<file path="config.mk">
export PLATFORM = sky130hd
export DESIGN_NAME = rtp_handover_renumberer_top_flat
export DESIGN_NICKNAME = d
export VERILOG_FILES = /design/src/hdl/rhr_pkg.sv /design/src/hdl/rhr_if.sv /design/src/hdl/rtp_handover_renumberer_top.sv /design/src/flat_wrapper.sv
export VERILOG_INCLUDE_DIRS = /design/src /design/src/hdl
export SDC_FILE = /design/constraint.sdc
export NUM_CORES = 1
export LEC_CHECK = 0
export BUFFER_PORTS_ARGS = -buffer_cell sky130_fd_sc_hd__buf_2
export CAP_MARGIN = 30
export CORE_UTILIZATION = 30
export DETAILED_ROUTE_END_ITERATION = 10
export HOLD_SLACK_MARGIN = 0.03
export MAX_ROUTING_LAYER = met4
export SYNTH_ARGS = -nofsm -noshare
export SYNTH_HDL_FRONTEND = slang
export SYNTH_SLANG_ARGS = --single-unit
</file>
<file path="constraint.sdc">
create_clock -name i_clk -period 10 [get_ports i_clk]
set_clock_uncertainty 0.05 [all_clocks]
set_input_delay 2 -clock i_clk [delete_from_list [all_inputs] [get_ports i_clk]]
set_output_delay 2 -clock i_clk [all_outputs]
set_load 0.01 [all_outputs]
</file>
<file path="src/hdl/rtp_handover_renumberer_top_assert.svh">
// Assertion macros shared by the RTP handover renumberer RTL.
`ifndef RTP_HANDOVER_RENUMBERER_TOP_ASSERT_SVH
`define RTP_HANDOVER_RENUMBERER_TOP_ASSERT_SVH

// Consequent must hold in the same cycle as the antecedent.
`define RHR_ASSERT_NOW(lbl, ante, cons, msg) \
    lbl: assert property (@(posedge i_clk) disable iff (!i_rst_n) (ante) |-> (cons)) \
        else $error(msg);

// Consequent must hold in the cycle after the antecedent.
`define RHR_ASSERT_NEXT(lbl, ante, cons, msg) \
    lbl: assert property (@(posedge i_clk) disable iff (!i_rst_n) (ante) |=> (cons)) \
        else $error(msg);

`endif

</file>
<file path="src/hdl/rhr_pkg.sv">
// Shared widths, register map and helper functions for the RTP handover renumberer.
package rhr_pkg;

    // Field widths.
    localparam int SRC_W  = 8;
    localparam int SEQ_W  = 16;
    localparam int TS_W   = 32;
    localparam int RWD_W  = 31;

    // Configuration port geometry.
    localparam int APB_ADDR_W = 4;
    localparam int APB_DATA_W = 32;

    // Register reset values.
    localparam logic [SEQ_W-1:0] MAX_SEQ_JUMP_RST   = 16'd3000;
    localparam logic [RWD_W-1:0] MAX_TS_REWIND_RST  = 31'd90000;
    localparam logic [TS_W-1:0]  HANDOVER_TICKS_RST = 32'd3000;

    // Register indexes (byte address is four times the index).
    typedef enum logic [1:0] {
        REG_MAX_SEQ_JUMP   = 2'd0,
        REG_MAX_TS_REWIND  = 2'd1,
        REG_HANDOVER_TICKS = 2'd2
    } t_reg_idx;

    // True when x is strictly ahead of y in 16-bit serial number arithmetic.
    function automatic logic seq_ahead(input logic [SEQ_W-1:0] x, input logic [SEQ_W-1:0] y);
        logic [SEQ_W-1:0] g;
        g = x - y;
        return (g != '0) && !g[SEQ_W-1];
    endfunction

endpackage

</file>
<file path="src/hdl/rhr_if.sv">
// Valid/ready channel interfaces for packet headers in and rewritten headers out.
interface rhr_in_if;
    import rhr_pkg::*;

    logic             valid;
    logic             ready;
    logic [SRC_W-1:0] source_id;
    logic [SEQ_W-1:0] in_sequence;
    logic [TS_W-1:0]  in_timestamp;

    modport source(output valid, source_id, in_sequence, in_timestamp, input ready);
    modport sink(input valid, source_id, in_sequence, in_timestamp, output ready);
endinterface

interface rhr_out_if;
    import rhr_pkg::*;

    logic             valid;
    logic             ready;
    logic [SEQ_W-1:0] seq_out;
    logic [TS_W-1:0]  ts_out;
    logic             rebased;

    modport source(output valid, seq_out, ts_out, rebased, input ready);
    modport sink(input valid, seq_out, ts_out, rebased, output ready);
endinterface

</file>
<file path="src/hdl/rtp_handover_renumberer_top.sv">
// RTP handover renumberer: rewrites sequence numbers and timestamps across source changes.
//
// Packet headers (source id, sequence, timestamp) arrive on i_in and rewritten headers
// leave on o_out; both are valid/ready channels and a transaction moves one header.
// Exactly one result follows each input transaction, in order.
// A header taken on i_in is captured in the input register, processed, and presented
// from the output register when it moves on from the input register.
// Throughput: one header per cycle while the receiver does not stall; the series state
// (offsets, high-water marks) is read and updated as a header passes from input to output register.
// When the receiver stalls, the output register holds its result and the input register
// keeps one more header; i_in.ready drops only when both are full and o_out.ready is low.
// Reset (i_rst_n low, synchronous) empties both registers, clears the series state so the
// next header passes through unchanged, and restores the register defaults.
// The APB port holds three registers: max sequence jump at 0x0, max timestamp rewind at
// 0x4 and handover ticks at 0x8. Writes complete in the access cycle; pready is always high.
// Registers should only be written while no transaction is in flight.
`include "rtp_handover_renumberer_top_assert.svh"

module rtp_handover_renumberer_top (
    input  logic                              i_clk,
    input  logic                              i_rst_n,
    rhr_in_if.sink                            i_in,
    rhr_out_if.source                         o_out,
    input  logic                              psel,
    input  logic                              penable,
    input  logic                              pwrite,
    input  logic [rhr_pkg::APB_ADDR_W-1:0]    paddr,
    input  logic [rhr_pkg::APB_DATA_W-1:0]    pwdata,
    output logic [rhr_pkg::APB_DATA_W-1:0]    prdata,
    output logic                              pready
);
    import rhr_pkg::*;

    // Configuration registers.
    logic [SEQ_W-1:0] r_max_seq_jump;
    logic [RWD_W-1:0] r_max_ts_rewind;
    logic [TS_W-1:0]  r_handover_ticks;

    // Input register.
    logic             r_in_valid;
    logic [SRC_W-1:0] r_in_source;
    logic [SEQ_W-1:0] r_in_seq;
    logic [TS_W-1:0]  r_in_ts;

    // Series state.
    logic             r_started;
    logic [SRC_W-1:0] r_cur_source;
    logic [SEQ_W-1:0] r_seq_off;
    logic [TS_W-1:0]  r_ts_off;
    logic [SEQ_W-1:0] r_last_in_seq;
    logic [TS_W-1:0]  r_last_in_ts;
    logic [SEQ_W-1:0] r_last_out_seq;
    logic [TS_W-1:0]  r_last_out_ts;

    // Output register.
    logic             r_out_valid;
    logic [SEQ_W-1:0] r_out_seq;
    logic [TS_W-1:0]  r_out_ts;
    logic             r_out_rebased;

    // Datapath signals.
    t_reg_idx         w_reg_idx;
    logic             w_cfg_wr;
    logic             w_adv;
    logic [SEQ_W-1:0] w_seq_diff;
    logic [SEQ_W:0]   w_seq_gap;
    logic [TS_W-1:0]  w_ts_diff;
    logic [TS_W:0]    w_ts_back;
    logic             w_rewound;
    logic             w_fresh;
    logic [SEQ_W-1:0] w_seq_next;
    logic [TS_W-1:0]  w_ts_handover;
    logic [SEQ_W-1:0] n_out_seq;
    logic [TS_W-1:0]  n_out_ts;
    logic             w_upd_out;
    logic             w_upd_in;

    // APB register access.
    assign pready    = 1'b1;
    assign w_reg_idx = t_reg_idx'(paddr[3:2]);
    assign w_cfg_wr  = psel && penable && pwrite;

    always_comb begin
        unique case (w_reg_idx)
            REG_MAX_SEQ_JUMP:   prdata = {{(APB_DATA_W-SEQ_W){1'b0}}, r_max_seq_jump};
            REG_MAX_TS_REWIND:  prdata = {{(APB_DATA_W-RWD_W){1'b0}}, r_max_ts_rewind};
            REG_HANDOVER_TICKS: prdata = r_handover_ticks;
            default:            prdata = '0;
        endcase
    end

    always_ff @(posedge i_clk) begin
        if (!i_rst_n) begin
            r_max_seq_jump   <= MAX_SEQ_JUMP_RST;
            r_max_ts_rewind  <= MAX_TS_REWIND_RST;
            r_handover_ticks <= HANDOVER_TICKS_RST;
        end else if (w_cfg_wr) begin
            unique case (w_reg_idx)
                REG_MAX_SEQ_JUMP:   r_max_seq_jump   <= pwdata[SEQ_W-1:0];
                REG_MAX_TS_REWIND:  r_max_ts_rewind  <= pwdata[RWD_W-1:0];
                REG_HANDOVER_TICKS: r_handover_ticks <= pwdata[TS_W-1:0];
                default: ;
            endcase
        end
    end

    // Pipeline flow: the held header moves on when the output register is free or taken.
    assign w_adv      = r_in_valid && (!r_out_valid || o_out.ready);
    assign i_in.ready = !r_in_valid || w_adv;

    // Sequence gap as the absolute signed 16-bit difference to the highest input seen.
    assign w_seq_diff = r_in_seq - r_last_in_seq;
    assign w_seq_gap  = w_seq_diff[SEQ_W-1] ? ((SEQ_W+1)'(1 << SEQ_W) - {1'b0, w_seq_diff})
                                            : {1'b0, w_seq_diff};

    // Timestamp rewind: a negative step whose magnitude exceeds the threshold.
    assign w_ts_diff = r_in_ts - r_last_in_ts;
    assign w_ts_back = (TS_W+1)'(64'd1 << TS_W) - {1'b0, w_ts_diff};
    assign w_rewound = w_ts_diff[TS_W-1] && (w_ts_back > {2'b00, r_max_ts_rewind});

    assign w_fresh = r_started && ((r_in_source != r_cur_source) ||
                     (w_seq_gap > {1'b0, r_max_seq_jump}) || w_rewound);

    // Continuation point for a new series.
    assign w_seq_next    = r_last_out_seq + SEQ_W'(1);
    assign w_ts_handover = r_last_out_ts + r_handover_ticks;

    // Rewritten header.
    always_comb begin
        if (!r_started) begin
            n_out_seq = r_in_seq;
            n_out_ts  = r_in_ts;
        end else if (w_fresh) begin
            n_out_seq = w_seq_next;
            n_out_ts  = w_ts_handover;
        end else begin
            n_out_seq = r_in_seq + r_seq_off;
            n_out_ts  = r_in_ts + r_ts_off;
        end
    end

    // High-water marks only move forward, except when a series begins.
    assign w_upd_out = !r_started || w_fresh || seq_ahead(n_out_seq, r_last_out_seq);
    assign w_upd_in  = !r_started || w_fresh || seq_ahead(r_in_seq, r_last_in_seq);

    // Input register.
    always_ff @(posedge i_clk) begin
        if (!i_rst_n) begin
            r_in_valid <= 1'b0;
        end else if (i_in.ready) begin
            r_in_valid <= i_in.valid;
        end
        if (i_in.valid && i_in.ready) begin
            r_in_source <= i_in.source_id;
            r_in_seq    <= i_in.in_sequence;
            r_in_ts     <= i_in.in_timestamp;
        end
    end

    // Series state update, once per header leaving the input register.
    always_ff @(posedge i_clk) begin
        if (!i_rst_n) begin
            r_started      <= 1'b0;
            r_cur_source   <= '0;
            r_seq_off      <= '0;
            r_ts_off       <= '0;
            r_last_in_seq  <= '0;
            r_last_in_ts   <= '0;
            r_last_out_seq <= '0;
            r_last_out_ts  <= '0;
        end else if (w_adv) begin
            r_started <= 1'b1;
            if (!r_started || w_fresh) begin
                r_cur_source <= r_in_source;
                r_seq_off    <= n_out_seq - r_in_seq;
                r_ts_off     <= n_out_ts - r_in_ts;
            end
            if (w_upd_out) begin
                r_last_out_seq <= n_out_seq;
                r_last_out_ts  <= n_out_ts;
            end
            if (w_upd_in) begin
                r_last_in_seq <= r_in_seq;
                r_last_in_ts  <= r_in_ts;
            end
        end
    end

    // Output register.
    always_ff @(posedge i_clk) begin
        if (!i_rst_n) begin
            r_out_valid <= 1'b0;
        end else if (w_adv) begin
            r_out_valid <= 1'b1;
        end else if (o_out.ready) begin
            r_out_valid <= 1'b0;
        end
        if (w_adv) begin
            r_out_seq     <= n_out_seq;
            r_out_ts      <= n_out_ts;
            r_out_rebased <= w_fresh;
        end
    end

    assign o_out.valid   = r_out_valid;
    assign o_out.seq_out = r_out_seq;
    assign o_out.ts_out  = r_out_ts;
    assign o_out.rebased = r_out_rebased;

    // Checks on the pipeline and series logic.
    `RHR_ASSERT_NOW(a_ready_when_out_free, !r_out_valid, i_in.ready,
        "input not ready although the output register is free")
    `RHR_ASSERT_NEXT(a_first_not_rebased, w_adv && !r_started, !r_out_rebased,
        "first header after reset flagged as rebased")
    `RHR_ASSERT_NEXT(a_fresh_continues, w_adv && w_fresh,
        r_out_seq == $past(w_seq_next) && r_out_ts == $past(w_ts_handover),
        "new series does not continue after the highest sequence sent")
    `RHR_ASSERT_NEXT(a_mark_source, w_adv,
        r_last_out_seq == $past(r_last_out_seq) || r_last_out_seq == r_out_seq,
        "output high-water mark changed to a value not sent")

endmodule
</file>
<file path="src/flat_wrapper.sv">
// flat-port wrapper written by rule: the top's interface ports become plain ports
module rtp_handover_renumberer_top_flat import rhr_pkg::*;
  (i_clk, i_rst_n, psel, penable, pwrite, paddr, pwdata, prdata, pready, i_in_valid, i_in_source_id, i_in_in_sequence, i_in_in_timestamp, i_in_ready, o_out_valid, o_out_seq_out, o_out_ts_out, o_out_rebased, o_out_ready);
  rhr_in_if i_in_i ();
  rhr_out_if o_out_i ();
  input  logic i_clk;
  input  logic i_rst_n;
  input  logic psel;
  input  logic penable;
  input  logic pwrite;
  input  logic [rhr_pkg::APB_ADDR_W-1:0] paddr;
  input  logic [rhr_pkg::APB_DATA_W-1:0] pwdata;
  output logic [rhr_pkg::APB_DATA_W-1:0] prdata;
  output logic pready;
  input wire logic [$bits(i_in_i.valid)-1:0] i_in_valid;
  input wire logic [$bits(i_in_i.source_id)-1:0] i_in_source_id;
  input wire logic [$bits(i_in_i.in_sequence)-1:0] i_in_in_sequence;
  input wire logic [$bits(i_in_i.in_timestamp)-1:0] i_in_in_timestamp;
  output wire logic [$bits(i_in_i.ready)-1:0] i_in_ready;
  output wire logic [$bits(o_out_i.valid)-1:0] o_out_valid;
  output wire logic [$bits(o_out_i.seq_out)-1:0] o_out_seq_out;
  output wire logic [$bits(o_out_i.ts_out)-1:0] o_out_ts_out;
  output wire logic [$bits(o_out_i.rebased)-1:0] o_out_rebased;
  input wire logic [$bits(o_out_i.ready)-1:0] o_out_ready;
  assign i_in_i.valid = i_in_valid;
  assign i_in_i.source_id = i_in_source_id;
  assign i_in_i.in_sequence = i_in_in_sequence;
  assign i_in_i.in_timestamp = i_in_in_timestamp;
  assign i_in_ready = i_in_i.ready;
  assign o_out_valid = o_out_i.valid;
  assign o_out_seq_out = o_out_i.seq_out;
  assign o_out_ts_out = o_out_i.ts_out;
  assign o_out_rebased = o_out_i.rebased;
  assign o_out_i.ready = o_out_ready;
  rtp_handover_renumberer_top u_core (.i_clk(i_clk), .i_rst_n(i_rst_n), .i_in(i_in_i), .o_out(o_out_i), .psel(psel), .penable(penable), .pwrite(pwrite), .paddr(paddr), .pwdata(pwdata), .prdata(prdata), .pready(pready));
endmodule
</file>
After elaboration in Yosys (flattened, before gate mapping)
Index checks and enable logic that the tools add are counted.

$add $sub $neg: 11. Magnitude comparators: 2. Equality and inequality tests: 3. Multiplexer cells: 8. Reductions and logical operators: 30.

Operators by type and width (number): $pmux 32 s3 (1); $add 32x32->32 (2); $mux 32 (2); $sub 32x32->32 (2); $sub 16x16->16 (3); $gt 33x31->1 (1); $sub 33x32->33 const A (1); $mux 16 (2); $reduce_bool 16->1 (2); $gt 17x16->1 (1); $mux 17 (1); $sub 17x16->17 const A (1); $add 16x1->16 const B (1); $add 16x16->16 (1); $reduce_and 2->1 (6); $logic_and 1x1->1 (8); $ne 8x8->1 (1); $logic_or 1x1->1 (7); $logic_not 1->1 (5); $eq 2x1->1 const B (1); $eq 2x2->1 const B (1); $logic_not 2->1 (1); $mux 1 (2); $reduce_bool 2->1 (1).

Register bits: 339. Bits of input ports: 99. Output and inout port bits: 84. Word-level logic and storage cells: 73.

Longest topological paths before layout
Word-level depth: 14. Mapped depth: 47. Gate-level depth less buffers: 44.

Least setup slack after synthesis
Ideal clock, no wire load.

Kind: register to register. Start: reg u_core.r_in_ts[0]. End: reg u_core.r_last_out_seq[13]. Setup time: 0.116 ns. Arrival time: 9.344 ns. Data required time: 9.834 ns. Setup slack: 0.490 ns. Cell stages (with the launch flop): 43. Path buffers: 3. Period minus slack after synthesis: 9.510 ns. Path through: edfxtp_1 -> inv_1 -> ha_1 -> inv_1 -> fa_1 -> a211oi_2 -> o211ai_2 -> a21o_4 -> a311oi_4 -> o21ai_2 -> or3_4 -> or4b_4 -> or4b_1 -> buf_2 -> xor2_1 -> ha_1 -> a21o_1 -> a21oi_1 -> [7 not listed] -> mux2i_1 -> a21o_1 -> inv_1 -> fa_1 -> nand2_1 -> nand2_1 -> a21oi_1 -> o21bai_1 -> a2111oi_0 -> o41a_1 -> o21ai_0 -> mux2i_1 -> a31oi_1 -> nand2b_1 -> nor3_2 -> clkbuf_1 -> nor4_1 -> a31o_2.

Longest elaborated chain between the ends: 13. Elaborated cells between the ends (all ways): 15. Classes of those cells: add/sub: 3; order compare: 1; mux: 2; reduce/logical: 9.

RTL lines: from (decl) (line rtp_handover_renumberer_top.sv:43) `logic [TS_W-1:0] r_in_ts;`; from (signal assigned) (line rtp_handover_renumberer_top.sv:156) `r_in_ts <= i_in.in_timestamp;`; $sub 32x32->32 (*) (line rtp_handover_renumberer_top.sv:117) `assign w_ts_diff = r_in_ts - r_last_in_ts;`; $sub 33x32->33 (line rtp_handover_renumberer_top.sv:118) `assign w_ts_back = (TS_W+1)'(64'd1 << TS_W) - {1'b0, w_ts_diff};`; $gt 33x31->1 (line rtp_handover_renumberer_top.sv:119) `assign w_rewound = w_ts_diff[TS_W-1] && (w_ts_back > {2'b00, r_max_ts_rewind});`; $logic_and 1x1->1 (*) (line rtp_handover_renumberer_top.sv:119); $logic_or 1x1->1 (*) (line rtp_handover_renumberer_top.sv:122) `(w_seq_gap > {1'b0, r_max_seq_jump}) || w_rewound);`; $logic_and 1x1->1 (*) (line rtp_handover_renumberer_top.sv:121) `assign w_fresh = r_started && ((r_in_source != r_cur_source) ||`; $mux 16 (*) (line rtp_handover_renumberer_top.sv:133) `end else if (w_fresh) begin`; $mux 16 (*) (line rtp_handover_renumberer_top.sv:130) `if (!r_started) begin`; via u_core.n_out_seq[1] (line rtp_handover_renumberer_top.sv:73) `logic [SEQ_W-1:0] n_out_seq;`; $sub 16x16->16 (*) (line rhr_pkg.sv:29) `g = x - y;`; $reduce_bool 16->1 or $logic_not 1->1 (tied branches) (line rhr_pkg.sv:30) `return (g != '0) && !g[SEQ_W-1];`; $logic_and 1x1->1 (*) (line rhr_pkg.sv:30); $logic_or 1x1->1 (*) (line rtp_handover_renumberer_top.sv:143) `assign w_upd_out = !r_started || w_fresh || seq_ahead(n_out_seq, r_last_out_seq);`; $reduce_and 2->1 (no source line) (*); to (signal assigned) (line rtp_handover_renumberer_top.sv:179) `r_last_out_seq <= n_out_seq;`; to (decl) (line rtp_handover_renumberer_top.sv:52) `logic [SEQ_W-1:0] r_last_out_seq;`.

Mark *: on every way through the listed nets, which the timed path passes. The rest lies on a longest branch. A chain may end at the register's enable or synchronous reset.

Worst setup path after layout
Start: reg u_core.r_in_ts[0]. End: reg u_core.r_last_out_ts[5].

Longest elaborated chain between the ends: 13. Elaborated cells between the ends (all ways): 18. Classes of those cells: add/sub: 4; order compare: 1; mux: 4; reduce/logical: 9.

RTL lines: $sub 32x32->32 (line rtp_handover_renumberer_top.sv:117); $sub 33x32->33 (line rtp_handover_renumberer_top.sv:118); $gt 33x31->1 (line rtp_handover_renumberer_top.sv:119); $logic_and 1x1->1 (line rtp_handover_renumberer_top.sv:119); $logic_or 1x1->1 (line rtp_handover_renumberer_top.sv:122); $logic_and 1x1->1 (line rtp_handover_renumberer_top.sv:121); $mux 16 (line rtp_handover_renumberer_top.sv:133); $mux 16 (line rtp_handover_renumberer_top.sv:130); $sub 16x16->16 (line rhr_pkg.sv:29); $reduce_bool 16->1 or $logic_not 1->1 (tied branches) (line rhr_pkg.sv:30); $logic_and 1x1->1 (line rhr_pkg.sv:30); $logic_or 1x1->1 (line rtp_handover_renumberer_top.sv:143); $reduce_and 2->1 (no source line); to (signal assigned) (line rtp_handover_renumberer_top.sv:180) `r_last_out_ts <= n_out_ts;`; to (decl) (line rtp_handover_renumberer_top.sv:53) `logic [TS_W-1:0] r_last_out_ts;`.

Parallel ways exist; a longest one is shown, timed or not.

==> impl_metrics.tcl <==
set metrics [dict create \
    outcome "complete, no violations" \
    crit_fanout 18 \
    powerDensity_nw_per_um2 160.6 \
    grt_pass1_wl_um 132500 \
    final_common_cell "nand2_1" \
    worst_path_most_repeated_cell "buf_4" \
    ir_drop_mv 0.1122 \
    multiInputGateArea_sq_um 15940 \
    worst_pin_slew_ns 0.9353 \
    grt_usage 0.2135 \
    synth-seq-area-share 0.3161 \
    nets 3718 \
    fmax_ghz 0.1037 \
    fin_crit_sh 0.9646 \
    htreeDepth 2 \
    final_cell_count_no_fill 4480 \
    critPathLaunchType "flop" \
    drt_pass1_iterations 6 \
    netlist_area_sq_um 24790 \
    seq_area_sq_um 7839 \
    n_fill_cell 8564 \
    dp_hpwl_um 69290 \
    drive_gt1_frac 0.1778 \
    io_pins 183 \
    setup_tns_ns 0 \
    drtIter0Drc 1797 \
    root_buffer "clkbuf_16" \
    rows 105 \
    antenna_found_initial 2 \
    slew_headroom 0.3765 \
    slowest_stage "or4b_4" \
    synth_fa_ha_area_frac 0.1245 \
    cts_tree "done" \
    grt_pass1_vias 21770 \
    r2r-end "u_core.r_last_out_ts[5]$_SDFFE_PN0P_" \
    synth-edff-count 105 \
    synth_area_per_cell_sq_um 8.126 \
    drc 0 \
    critPathRequiredTime_ns 10.45 \
    cp_slowest_stage_delay_ns 0.60 \
    synth_nets 3392 \
    r2r_start "u_core.r_in_ts[0]$_DFFE_PP_" \
    synthMuxAreaShare 0.01262 \
    holdPathStages 2 \
    dieArea_sq_um 83800 \
    worst_setup_path_end_kind "flop" \
    p_leak_nw 12.64 \
    reg2reg_slack_ns 0.35 \
    synthXorXnorAreaFrac 0.07030 \
    reg2reg_depth 48 \
    routed_wl_um 90270 \
    clock_path_buffers 3 \
    cap_viol_max_count 0 \
    cts_made_buffers 40 \
    layout_common_cells "nand2_1 (426), a21oi_1 (240), buf_4 (234), dfxtp_1 (233), ha_1 (231)" \
    cts_sinks 339 \
    critPathArrivalTime_ns 10.09 \
    dp_cells 4389 \
    dr_total_vias 23740 \
    io_buffer_count 179 \
    synth_ff_type "dfxtp_1" \
    cts_hold_buf 0 \
    final_max_slew_viol_count 0 \
    synth-compound-area-share 0.2263 \
    ant_nets 0 \
    hold_start "u_core.r_ts_off[16]$_SDFFE_PN0P_" \
    initial_utilization 0.3024 \
    ys_ff_latch 339 \
    period_needed_ns 9.646 \
    avgViaCountPerCell 5.300 \
    finalSetupViolations 0 \
    synth_top_cell_by_area "dfxtp_1" \
    synth.area.top_cells "dfxtp_1 (19%), edfxtp_1 (13%), ha_1 (12%), nand2_1 (6.5%), a21oi_1 (5.0%)" \
    fp.dieW_um 289.5 \
    gp_congestion 0.9739 \
    crit_type "reg -> reg" \
    grt_max_degree 97 \
    synth_top_family_by_area "compound AO/OA/AOI/OAI gates" \
    hold_viol_final 0 \
    synthCells 3051 \
    yosys.area_share.simple 0.1906 \
    area_delta_synth_final_pct 21.93 \
    design.core.area_sq_um 81980 \
    hold_class "reg -> reg" \
    overflow 0 \
    hold_end "u_core.r_ts_off[16]$_SDFFE_PN0P_" \
    fin_area_sq_um 30230 \
    avgRoutedWirePerCell_um 20.15 \
    synthArstFlopShare 0 \
    yosysUniqueCellTypes 92 \
    placed_cell_area_sq_um 28310 \
    clk_pin_slew_ns 0.06 \
    holdWs_ns 0.4050 \
    fp.dieH_um 289.5 \
    clock_latency_ns 0.62 \
    yosys_warnings 0 \
    yosysTopAreaCellShare 0.1889 \
]
-- power breakdown --
group	switching [mW]	internal, mW	total (mW)
sequential	0.0640	1.52	1.58
combinational	1.04	0.755	1.79
clock	0.661	0.818	1.48
total	1.76	3.09	4.85
-- timing repair --
action                                 CTS  global route
resized for setup                        3            90
buffers inserted                         1            11
pin swaps                                1            38
endpoints found under the hold margin    0             0
setup endpoints to repair               34            66
gates cloned                             0             3
-- layer usage --
layer,track usage,share of wire,up-vias
li1,-,-,11620
met1,0.2699,0.43,11330
met5,-,0,-
met4,0.07368,0.037,0
met2,0.3510,0.48,660
met3,0.02409,0.054,130
-- cells in the mapped netlist (56+ instances only) --
| cell type | count |
|---|---|
| a21oi_1 | 249 |
| o31ai_1 | 68 |
| nor3_1 | 56 |
| nand2_1 | 427 |
| a21o_1 | 66 |
| dfxtp_1 | 234 |
| xor2_1 | 72 |
| nor2_1 | 203 |
| o21ai_0 | 124 |
| ha_1 | 234 |
| nand3_1 | 108 |
| inv_1 | 230 |
| xnor2_1 | 127 |
| clkbuf_1 | 104 |
| edfxtp_1 | 105 |
-- worst max-delay path: cells and delay by family (launching register included) --
| kind | cells | cell delay, ns |
|---|---|---|
| AO/OA/AOI/OAI | 21 | 4.02 |
| AND/OR/NAND/NOR | 10 | 2.23 |
| adder cells (fa/ha/maj) | 5 | 1.28 |
| buffers and inverters | 10 | 1.26 |
| flip-flops | 1 | 0.39 |
| XOR/XNOR | 2 | 0.33 |
-- how the worst max path moves through the flow --
stage	startpoint	endpoint	slack (ns)	cells after the start
floorplan	u_core.r_in_ts[0]$_DFFE_PP_	u_core.r_last_out_seq[13]$_SDFFE_PN0P_	0.49	42
global placement	u_core.r_in_ts[0]$_DFFE_PP_	u_core.r_last_out_ts[11]$_SDFFE_PN0P_	-0.01	42
detailed placement	u_core.r_in_ts[0]$_DFFE_PP_	u_core.r_last_out_ts[14]$_SDFFE_PN0P_	-0.03	45
CTS	u_core.r_in_ts[0]$_DFFE_PP_	u_core.r_ts_off[31]$_SDFFE_PN0P_	0.01	45
global route	u_core.r_in_ts[0]$_DFFE_PP_	u_core.r_last_out_ts[22]$_SDFFE_PN0P_	-0.01	46
finish	u_core.r_in_ts[0]$_DFFE_PP_	u_core.r_last_out_ts[5]$_SDFFE_PN0P_	0.35	48
-- sequential cells by signal, summed over array words and instances (netlist names) --
register and flops:
u_core.r_handover_ticks 32, u_core.r_in_source 8, u_core.r_last_in_seq 16, u_core.r_last_out_ts 32, u_core.o_out.seq_out 16, u_core.o_out.rebased 1
u_core.r_seq_off 16, u_core.r_last_in_ts 32, u_core.o_out.ts_out 32, u_core.r_in_ts 32, u_core.r_last_out_seq 16, u_core.r_started 1
u_core.r_ts_off 32, u_core.o_out.valid 1, u_core.r_in_seq 16, u_core.r_cur_source 8, u_core.r_max_seq_jump 16, u_core.r_in_valid 1
u_core.r_max_ts_rewind 31
-- final cells by class --
class | count | share of cell area
clock inverters | 23 | 0.007988
clock buffers | 51 | 0.03514
multi-input cells | 2338 | 0.5271
well taps | 1070 | 0.04429
flip-flops and latches | 339 | 0.2593
inverters | 231 | 0.02885
diodes | 1 | 0.00008278
repair buffers | 427 | 0.09722
-- cell families (layout without fill, tap and decap cells) --
family                     count (synthesis)  count (layout)
and+or+nand+nor                         1021            1021
AOI/OAI and AO/OA                        844             844
buffers and inverters                    374             732
DFF                                      339             339
adders and majority gates                242             242
xor gates and xnor gates                 199             199
muxes                                     31              31
other                                      1               2
-- stage by stage --
step                      setup WS (ns)  power, mW  utilization
after floorplan                  0.4901      2.728            -
after global placement         -0.01231      3.294       0.3453
after detailed placement       -0.03050      3.303       0.3453
after CTS                       0.01469      4.807       0.3617
after global routing           -0.01090      5.121       0.3688
final                            0.3538      4.855       0.3688
Note: power is estimated with default switching activity, not from simulation.
